$ cat src/design/prs80_pkg.sv
// Shared types, constants and round functions of the PRESENT-80 cipher.
// No dependencies; imported by every module of the block.
`default_nettype none

package prs80_pkg;

   localparam int BLOCK_W   = 64;
   localparam int KEY_W     = 80;
   localparam int KEY_HI_W  = 16;
   localparam int RC_W      = 5;
   localparam int CSR_IDX_W = 2;

   localparam logic [CSR_IDX_W-1:0] CSR_KEY_LOW  = 2'd0;
   localparam logic [CSR_IDX_W-1:0] CSR_KEY_HIGH = 2'd1;

   localparam logic [3:0] SBOX_FWD [16] = '{
      4'hC, 4'h5, 4'h6, 4'hB, 4'h9, 4'h0, 4'hA, 4'hD,
      4'h3, 4'hE, 4'hF, 4'h8, 4'h4, 4'h7, 4'h1, 4'h2
   };

   localparam logic [3:0] SBOX_INV [16] = '{
      4'h5, 4'hE, 4'hF, 4'h8, 4'hC, 4'h1, 4'h2, 4'hD,
      4'hB, 4'h4, 4'h6, 4'h3, 4'h0, 4'h7, 4'h9, 4'hA
   };

   typedef struct packed {
      logic valid;
      logic mode;
   } stage_ctl_type;

   function automatic logic [BLOCK_W-1:0] sub_layer_fwd(input logic [BLOCK_W-1:0] s);
      logic [BLOCK_W-1:0] r;
      for (int n = 0; n < 16; n++) begin
         r[4*n +: 4] = SBOX_FWD[s[4*n +: 4]];
      end
      return r;
   endfunction

   function automatic logic [BLOCK_W-1:0] sub_layer_inv(input logic [BLOCK_W-1:0] s);
      logic [BLOCK_W-1:0] r;
      for (int n = 0; n < 16; n++) begin
         r[4*n +: 4] = SBOX_INV[s[4*n +: 4]];
      end
      return r;
   endfunction

   // bit i moves to 16*i mod 63, i.e. {i[1:0], i[5:2]}; bit 63 stays
   function automatic logic [BLOCK_W-1:0] perm_fwd(input logic [BLOCK_W-1:0] s);
      logic [BLOCK_W-1:0] r;
      for (int i = 0; i < BLOCK_W; i++) begin
         r[{i[1:0], i[5:2]}] = s[i];
      end
      return r;
   endfunction

   function automatic logic [BLOCK_W-1:0] perm_inv(input logic [BLOCK_W-1:0] s);
      logic [BLOCK_W-1:0] r;
      for (int i = 0; i < BLOCK_W; i++) begin
         r[i] = s[{i[1:0], i[5:2]}];
      end
      return r;
   endfunction

   function automatic logic [KEY_W-1:0] key_update(input logic [KEY_W-1:0] k,
                                                   input logic [RC_W-1:0]  rc);
      logic [KEY_W-1:0] t;
      t          = {k[18:0], k[KEY_W-1:19]};
      t[79:76]   = SBOX_FWD[t[79:76]];
      t[19:15]   = t[19:15] ^ rc;
      return t;
   endfunction

endpackage

`default_nettype wire

$ cat src/design/prs80_round.sv
// One pipeline stage: a forward round (key add, S-box, permutation) or an inverse
// round (inverse permutation, inverse S-box, key add), chosen per word. Uses prs80_pkg.
`default_nettype none

module prs80_round (
   input  wire logic                           clock,
   input  wire logic                           reset,
   input  wire logic                           enable,
   input  wire prs80_pkg::stage_ctl_type       prev_ctl,
   input  wire logic [prs80_pkg::BLOCK_W-1:0]  prev_state,
   input  wire logic [prs80_pkg::BLOCK_W-1:0]  rk_enc,
   input  wire logic [prs80_pkg::BLOCK_W-1:0]  rk_dec,
   output prs80_pkg::stage_ctl_type            stage_ctl,
   output logic [prs80_pkg::BLOCK_W-1:0]       stage_state
);
   import prs80_pkg::*;

   stage_ctl_type      ctl_ff;
   logic [BLOCK_W-1:0] state_ff, state_in;

   always_comb begin
      if (prev_ctl.mode) begin
         state_in = sub_layer_inv(perm_inv(prev_state)) ^ rk_dec;
      end else begin
         state_in = perm_fwd(sub_layer_fwd(prev_state ^ rk_enc));
      end
   end

   always_ff @(posedge clock) begin
      if (reset) begin
         ctl_ff <= '0;
      end else if (enable) begin
         ctl_ff <= prev_ctl;
      end
   end

   always_ff @(posedge clock) begin
      if (enable) begin
         state_ff <= state_in;
      end
   end

   assign stage_ctl   = ctl_ff;
   assign stage_state = state_ff;

endmodule

`default_nettype wire

$ cat config.mk
export PLATFORM = sky130hd
export DESIGN_NAME = prs80_round
export DESIGN_NICKNAME = d
export VERILOG_FILES = /design/src/design/prs80_pkg.sv /design/src/design/prs80_round.sv
export SDC_FILE = /design/constraint.sdc
export NUM_CORES = 1
export LEC_CHECK = 0
export BUFFER_PORTS_ARGS = -buffer_cell sky130_fd_sc_hd__buf_2
export CAP_MARGIN = 15
export CORE_MARGIN = 2
export CORE_UTILIZATION = 50
export DETAILED_ROUTE_END_ITERATION = 16
export PLACE_DENSITY = 0.91
export SYNTH_ARGS = -nofsm -noshare
export SYNTH_HDL_FRONTEND = slang
export SYNTH_SLANG_ARGS = --single-unit
$ cat constraint.sdc
create_clock -name clock -period 2.25 [get_ports clock]
set_clock_uncertainty 0.2 [all_clocks]
set_input_delay 0.225 -clock clock [delete_from_list [all_inputs] [get_ports clock]]
set_output_delay 0.225 -clock clock [all_outputs]
set_load 0.02 [all_outputs]
; Word-level counts from Yosys, hierarchy flattened
; Memories as Yosys holds them, arrays and structs flattened.
; Index checks and enable logic that the tools add are counted.
[word_totals]
inputBits = 197
out_inout_bits = 66
word_cells = 166
mem_bits_ro = 2048
regBits = 66
n_memories = 32
[classes]
order_cmp = 32
n_bitwise = 34
mux = 65
[memory_table]
columns = memory, words, word_bits, read_ports, rd_ports_with_merged_regs, write_ports, line
row1 = (no name shown), 16, 4, 1, 0, 0, prs80_pkg.sv:34  ; r[4*n +: 4] = SBOX_FWD[s[4*n +: 4]];
row2 = (no name shown), 16, 4, 1, 0, 0, prs80_pkg.sv:34
row3 = (no name shown), 16, 4, 1, 0, 0, prs80_pkg.sv:34
row4 = (no name shown), 16, 4, 1, 0, 0, prs80_pkg.sv:34
row5 = (no name shown), 16, 4, 1, 0, 0, prs80_pkg.sv:34
row6 = (no name shown), 16, 4, 1, 0, 0, prs80_pkg.sv:34
row7 = 26 more memories, --, --, --, --, --, --
[ops]
columns = cell, n
row1 = 4-bit 2-to-1 mux, 64
row2 = "5-bit >= comparator, second input constant", 32
row3 = 4-bit NOT with 5-bit output, 32
row4 = 64-bit bitwise XOR, 2
row5 = 64-bit 2-to-1 mux, 1

; Longest topological paths before layout
; Gate-level depths: netlist of the first run.
[depth]
word_depth = 6
depth_mapped = 8
ltp_nobuf = 8

; Worst setup path after synthesis of the first run
; OpenSTA, ideal clock, no wires.
[synth_timing]
path_type = in2reg
from = input prev_state[49] (netlist bit)
to = register state_ff[44], in the netlist stage_state[44], data pin
arrival_ns = 1.715
stages = 6
setup_ns = 0.260
slack_ns = 0.075
t_required_ns = 1.790
n_path_buf = 1
cell_sequence = buf_4 > xnor2_1 > inv_1 > ha_1 > mux4_2 > mux2_2
[synth_between]
elab_chain_cells = 6
[synth_lines]
columns = item, line
row1 = from (decl), prs80_round.sv:10  ; input wire logic [prs80_pkg::BLOCK_W-1:0] prev_state,
row2 = 64-bit bitwise XOR, prs80_round.sv:25  ; state_in = perm_fwd(sub_layer_fwd(prev_state ^ rk_enc));
row3 = 4-bit NOT with 5-bit output (implied by the code), prs80_pkg.sv:34
row4 = memory 16 x 4 bit, --
row5 = 4-bit 2-to-1 mux (implied by the code) (2 in series), prs80_pkg.sv:34
row6 = 64-bit 2-to-1 mux, prs80_round.sv:22  ; if (prev_ctl.mode) begin
row7 = via state_in[44], prs80_round.sv:19  ; logic [BLOCK_W-1:0] state_ff, state_in;
row8 = to (signal assigned), prs80_round.sv:39  ; state_ff <= state_in;
row9 = to (decl), prs80_round.sv:19
; The timed path passes the listed nets, and every way through them passes these cells. The select of a mux whose other input is x is not followed.
; A chain may end at the register's enable or synchronous reset.

; Final worst setup path of the first run
[layout_timing]
from = input prev_state[13] (netlist bit)
to = register state_ff[35], in the netlist stage_state[35], data pin
; The elaborated chain is that of the path after synthesis.

==> results of run 1 <==
==> layout make-up <==
cell class                 instances  area (um^2)
multi-input combinational        838         7170
fill                            1495         7120
clock buffer                      13          260
clock inverter                     3         40.0
timing repair buffer             356         2040
inverter                         107          402
sequential                        66         1960
antenna                            1         2.50
tap                              265          332
==> cell usage in the layout, fill, tap and decap left out, types with 11 or more instances in the layout <==
cell type	count
a211oi_1	48
o21ai_0	52
buf_4	93
xor2_2	11
edfxtp_1	64
ha_1	157
a21oi_1	102
nor3_1	15
xnor2_1	68
mux2i_1	18
mux2_2	18
mux4_2	33
xor2_1	71
buf_2	260
nand2_1	81
nor2_1	69
inv_1	107
==> critical path, delay by kind of cell <==
family / cells / cell delay [ns]
buffers and inverters: 2 / 0.28
adder cells (fa/ha/maj): 1 / 0.31
XOR/XNOR: 1 / 0.26
multiplexers: 2 / 0.76
==> final timing paths <==
kind	startpoint	slack, ns	endpoint
worst max-delay path	prev_state[13]	0.30	stage_state[35]
worst min-delay path	enable	0.02	stage_state[20]
worst max register to register	stage_ctl[0]	1.42	stage_ctl[0]
worst min register to register	stage_ctl[1]	0.33	stage_ctl[1]
==> kinds of logic after synthesis <==
kind of cell,Yosys count,share of synthesized area (%)
flops,66,20.1
buf+inv,150,6.61
fa+ha+maj,157,20.1
compound gates,264,16.7
mux,74,12.9
simple gates,183,7.57
xor+xnor,160,16.2
==> state kept, by name, summed over array words and instances (netlist names) <==
register and count:
stage_ctl 2, stage_state 64
==> metrics by stage <==
stage               total power [W]  cell area, um^2  setup TNS, ns
finish                      0.00613            12200              0
global route                0.00649            12200              0
CTS                         0.00615            12200              0
detailed placement          0.00467            11900        -0.0291
global placement            0.00454            11900              0
floorplan                   0.00351             9780              0
==> power by group <==
part	leakage [nW]	internal [W]	switching (W)
Combinational	5.02	0.00129	0.00174
Sequential	0.643	0.00159	0.0000570
Clock	0.150	0.000916	0.000542
Total	5.81	0.00380	0.00233
==> per-layer routing <==
layer / global-route usage [%] / vias up / wire [um] / part of all wire, %
met2: 48.2 / 332 / 14400 / 49
met1: 32.6 / 4315 / 11700 / 40
met3: 5.00 / 77 / 1910 / 6.5
met4: 14.6 / 0 / 1450 / 4.9
met5: 0 / - / 0 / 0
li1: - / 4375 / - / -
==> results.sh, run 1 <==
export IMPL_status="finished, final reports clean"
export IMPL_h_tree_depth=3
export IMPL_clk_latency_ns=0.34
export IMPL_rsz0062_at_grt="false"
export IMPL_antenna_found_initial=1
export IMPL_syn_inst=1054
export IMPL_cpPeakStageDelay_ns=0.49
export IMPL_grt_pass1_vias=8720
export IMPL_r2r_cells=2
export IMPL_path_cells="buf_2 -> xnor2_1 -> inv_1 -> ha_1 -> mux4_1 -> mux2_2"
export IMPL_synth_most_common_cell="ha_1"
export IMPL_area_delta_synth_final_pct=24.8
export IMPL_dp_slack_ns=-0.0291
export IMPL_final_util_pct=63.2
export IMPL_syn_area_per_cell_um2=9.28
export IMPL_synthesis_nets=1408
export IMPL_power_leakage_nw=5.81
export IMPL_die_x_um=144
export IMPL_max_clock_path_buffers=2
export IMPL_grt_start_max_net_pins=56
export IMPL_critical_path_class="in2reg"
export IMPL_synthTopCellsByCount="ha_1 (157), inv_1 (107), a21oi_1 (102)"
export IMPL_grt_overflow=0
export IMPL_cts_hold_buf=2
export IMPL_worstPathArrival_ns=1.84
export IMPL_yosys_warnings=0
export IMPL_place_inst=1630
export IMPL_clockRootBuffer="clkbuf_16"
export IMPL_syn_area_um2=9780
export IMPL_synth_top_area_cell="ha_1"
export IMPL_cp_max_fo=4
export IMPL_worst_slew_pin_slew_ns=0.683
export IMPL_p_per_area_nw_per_um2=502
export IMPL_initial_utilization_pct=50.6
export IMPL_drive_gt1_share_pct=32.0
export IMPL_synth_top_area_share_pct=20.1
export IMPL_synth_ff_latch_count=66
export IMPL_final_period_utilization_pct=86.7
export IMPL_worst_setup_path_start_kind="primary input"
export IMPL_synth_cell_types=47
export IMPL_fmax_ghz=0.513
export IMPL_fin_ws_ns=0.300
export IMPL_cts_setup_buffers=0
export IMPL_via_per_inst=5.52
export IMPL_worstPathRequired_ns=2.14
export IMPL_hold_violations=0
export IMPL_layout_cells_non_filler=1649
export IMPL_ir_worst_vdd_v=0.000269
export IMPL_synth_edff_count=64
export IMPL_synth_area_leaders="ha_1 (20%), edfxtp_1 (20%), mux4_2 (7.6%)"
export IMPL_cap_violations=0
export IMPL_min_period_ns=1.95
export IMPL_async_flop_share_pct=0
export IMPL_clock_sinks=66
export IMPL_final_max_slew_viol_count=0
export IMPL_rows=51
export IMPL_hold_class="in2reg"
export IMPL_setup_viol=0
export IMPL_ys_flop_type="edfxtp_1"
export IMPL_cts_made_buffers=9
export IMPL_first_pass_iters=4
export IMPL_vias=9099
export IMPL_ant_nets=0
export IMPL_relSlewSlack_pct=54.5
export IMPL_fp_dieH_um=144
export IMPL_cts_clk_slew_worst_paths_ns=0.06
export IMPL_coreArea_um2=19300
export IMPL_ios=263
export IMPL_critPathCaptureType="register"
export IMPL_dp_hpwl_um=24500
export IMPL_wl_per_cell_um=17.9
export IMPL_grt_pass1_wl_um=44100
export IMPL_min_path_cells=1
export IMPL_cts_tree="yes"
export IMPL_drt_iter0_markers=446
export IMPL_die_area_um2=20700
export IMPL_drc=0
export IMPL_gr_usage_all_layers_pct=27.7
export IMPL_synth_seq_area_share_pct=20.1
export IMPL_cts_resized_gates=0
export IMPL_whs_ns=0.0238
export IMPL_wirelength_um=29500
export IMPL_slowest_stage="mux4_1"
export IMPL_fin_nets=1732
export IMPL_gp_congestion=0.964
export IMPL_port_buffers=262
Power figures use the tool's default switching activity.
==> run 2: changes to the inputs <==
--- a/config.mk
+++ b/config.mk
@@ -8,9 +8,9 @@
 export BUFFER_PORTS_ARGS = -buffer_cell sky130_fd_sc_hd__buf_2
 export CAP_MARGIN = 15
 export CORE_MARGIN = 2
-export CORE_UTILIZATION = 50
+export CORE_UTILIZATION = 59
 export DETAILED_ROUTE_END_ITERATION = 16
-export PLACE_DENSITY = 0.91
+export PLACE_DENSITY = 0.95
 export SYNTH_ARGS = -nofsm -noshare
 export SYNTH_HDL_FRONTEND = slang
 export SYNTH_SLANG_ARGS = --single-unit
==> constraint.sdc (replaced) <==
create_clock -name clock -period 2.5 [get_ports clock]
set_clock_uncertainty 0.2 [all_clocks]
set_input_delay 0.25 -clock clock [delete_from_list [all_inputs] [get_ports clock]]
set_output_delay 0.25 -clock clock [all_outputs]
set_load 0.02 [all_outputs]
==> run 2 against run 1 <==
Net effect:
- register-to-register slack better by 0.30 ns
- worst hold slack better by 0.061 ns
- utilization is 7.9 points higher
- clock power is 11% lower
- routed wire length is 5.6% lower
- largest power group unchanged
- sequential cell count stayed put
- largest cell class unchanged
- global-route usage is 3.6 points higher
==> results.sh, run 2 (synthesized netlist as in run 1, its figures left out) <==
export IMPL_fmax_ghz=0.463
export IMPL_worstPathRequired_ns=2.52
export IMPL_antenna_found_initial=3
export IMPL_hold_start="rk_dec[4]"
export IMPL_reg2reg_from="stage_ctl[1]"
export IMPL_cts_clk_slew_worst_paths_ns=0.06
export IMPL_relSlewSlack_pct=50.2
export IMPL_slowest_stage="xor2_1"
export IMPL_setup_viol=0
export IMPL_die_x_um=133
export IMPL_worst_slew_pin_slew_ns=0.742
export IMPL_grt_pass1_wl_um=43500
export IMPL_power_leakage_nw=5.48
export IMPL_cts_setup_buffers=0
export IMPL_drt_iter0_markers=686
export IMPL_coreArea_um2=16400
export IMPL_fin_tns_setup_ns=0
export IMPL_max_clock_path_buffers=2
export IMPL_hold_class="in2reg"
export IMPL_cap_violations=0
export IMPL_grt_start_max_net_pins=46
export IMPL_rows=47
export IMPL_cts_tree="yes"
export IMPL_fp_dieH_um=133
export IMPL_path_depth=8
export IMPL_port_buffers=262
export IMPL_rsz0062_at_grt="false"
export IMPL_area_delta_synth_final_pct=19.2
export IMPL_cpPeakStageDelay_ns=0.49
export IMPL_status="finished, final reports clean"
export IMPL_clockRootBuffer="clkbuf_16"
export IMPL_cp_top_family="compound AO/OA/AOI/OAI gates"
export IMPL_final_max_slew_viol_count=0
export IMPL_wl_per_cell_um=18.1
export IMPL_die_area_um2=17600
export IMPL_dp_slack_ns=0.0424
export IMPL_first_pass_iters=6
export IMPL_critPathCaptureType="register"
export IMPL_clk_latency_ns=0.34
export IMPL_drc=0
export IMPL_crit_path_start="prev_state[57]"
export IMPL_p_per_area_nw_per_um2=460
export IMPL_via_per_inst=5.86
export IMPL_vias=8998
export IMPL_gp_congestion=0.953
export IMPL_cts_hold_buf=2
export IMPL_final_cell_mix="buf_2 (260), ha_1 (157), inv_1 (107)"
export IMPL_wirelength_um=27800
export IMPL_cts_resized_gates=0
export IMPL_hold_violations=0
export IMPL_fin_nets=1663
export IMPL_drive_gt1_share_pct=28.5
export IMPL_final_common_cell="buf_2"
export IMPL_gr_usage_all_layers_pct=31.3
export IMPL_clock_sinks=66
export IMPL_grt_overflow=0
export IMPL_r2r_cells=2
export IMPL_fin_ws_ns=0.339
export IMPL_worst_setup_path_start_kind="primary input"
export IMPL_cts_made_buffers=9
export IMPL_reg2reg_slack_ns=1.72
export IMPL_worstPathArrival_ns=2.18
export IMPL_ios=263
export IMPL_critPathCapture="stage_state[14]"
export IMPL_dp_hpwl_um=22700
export IMPL_ant_nets=0
export IMPL_largest_reg_flops=64
export IMPL_worst_r2r_endpoint="stage_ctl[1]"
export IMPL_cp_max_fo=14
export IMPL_min_path_cells=3
export IMPL_worst_path_buf_inv=2
export IMPL_min_period_ns=2.16
export IMPL_ir_worst_vdd_v=0.000312
export IMPL_path_cells="buf_2 -> xor2_1 -> ha_1 -> nand2_1 -> a21oi_1 -> a311oi_1 -> buf_4 -> a21o_1"
export IMPL_final_period_utilization_pct=86.4
export IMPL_initial_utilization_pct=59.6
export IMPL_h_tree_depth=3
export IMPL_critical_path_class="in2reg"
export IMPL_grt_pass1_vias=8591
==> run 2: cell count changes in the layout (fill, tap and decap cells not counted), sizes merged <==
cell / change
clkbuf: -2
clkinvlp: +2
buf: -69
diode: +1
==> run 2: per-stage QoR <==
step	util [%]	area, um^2	instances	hold WS, ns	total power [W]
global placement	69.1	11300	1516	0.245	0.00393
CTS	71.0	11700	1534	0.0765	0.00536
finish	71.1	11700	1536	0.0845	0.00536
detailed placement	69.1	11300	1516	0.245	0.00404
global route	71.0	11700	1534	0.0850	0.00567
floorplan	-	9780	1054	0.122	0.00316
==> run 2: power breakdown <==
part / internal (W) / total (W) / switching, W
combinational: 0.00106 / 0.00258 / 0.00152
sequential: 0.00143 / 0.00148 / 0.0000504
clock: 0.000796 / 0.00130 / 0.000503
==> run 2: layout make-up <==
| cell class | count | area, um^2 |
|---|---|---|
| inverter | 107 | 402 |
| antenna | 2 | 5.00 |
| clock buffer | 11 | 243 |
| sequential | 66 | 1960 |
| timing repair buffer | 287 | 1550 |
| clock inverter | 5 | 55.1 |
| fill | 1165 | 4750 |
| multi-input combinational | 838 | 7170 |
| tap | 220 | 275 |
==> run 2: worst reg2reg max path: cells and delay by family, from the launching register on <==
family	cells	cell delay [ns]
flip-flops	1	0.31
multiplexers	1	0.12
AND/OR/NAND/NOR	1	0.05
==> run 2: how the worst min path moves through the flow <==
| stage | to | slack, ns |
|---|---|---|
| after floorplan | stage_ctl[0] | 0.12 |
| after global placement | stage_ctl[1] | 0.25 |
| after detailed placement | stage_ctl[1] | 0.25 |
| after CTS | stage_state[4] | 0.08 |
| after global routing | stage_state[60] | 0.08 |
| final | stage_state[4] | 0.08 |
==> run 2: layer usage <==
layer	GRT usage [%]	part of all wire [%]	wire length [um]
met4	18.3	5.9	1640
met3	5.82	7.5	2080
met5	0	0	0
met1	36.0	38	10600
met2	54.4	48	13500
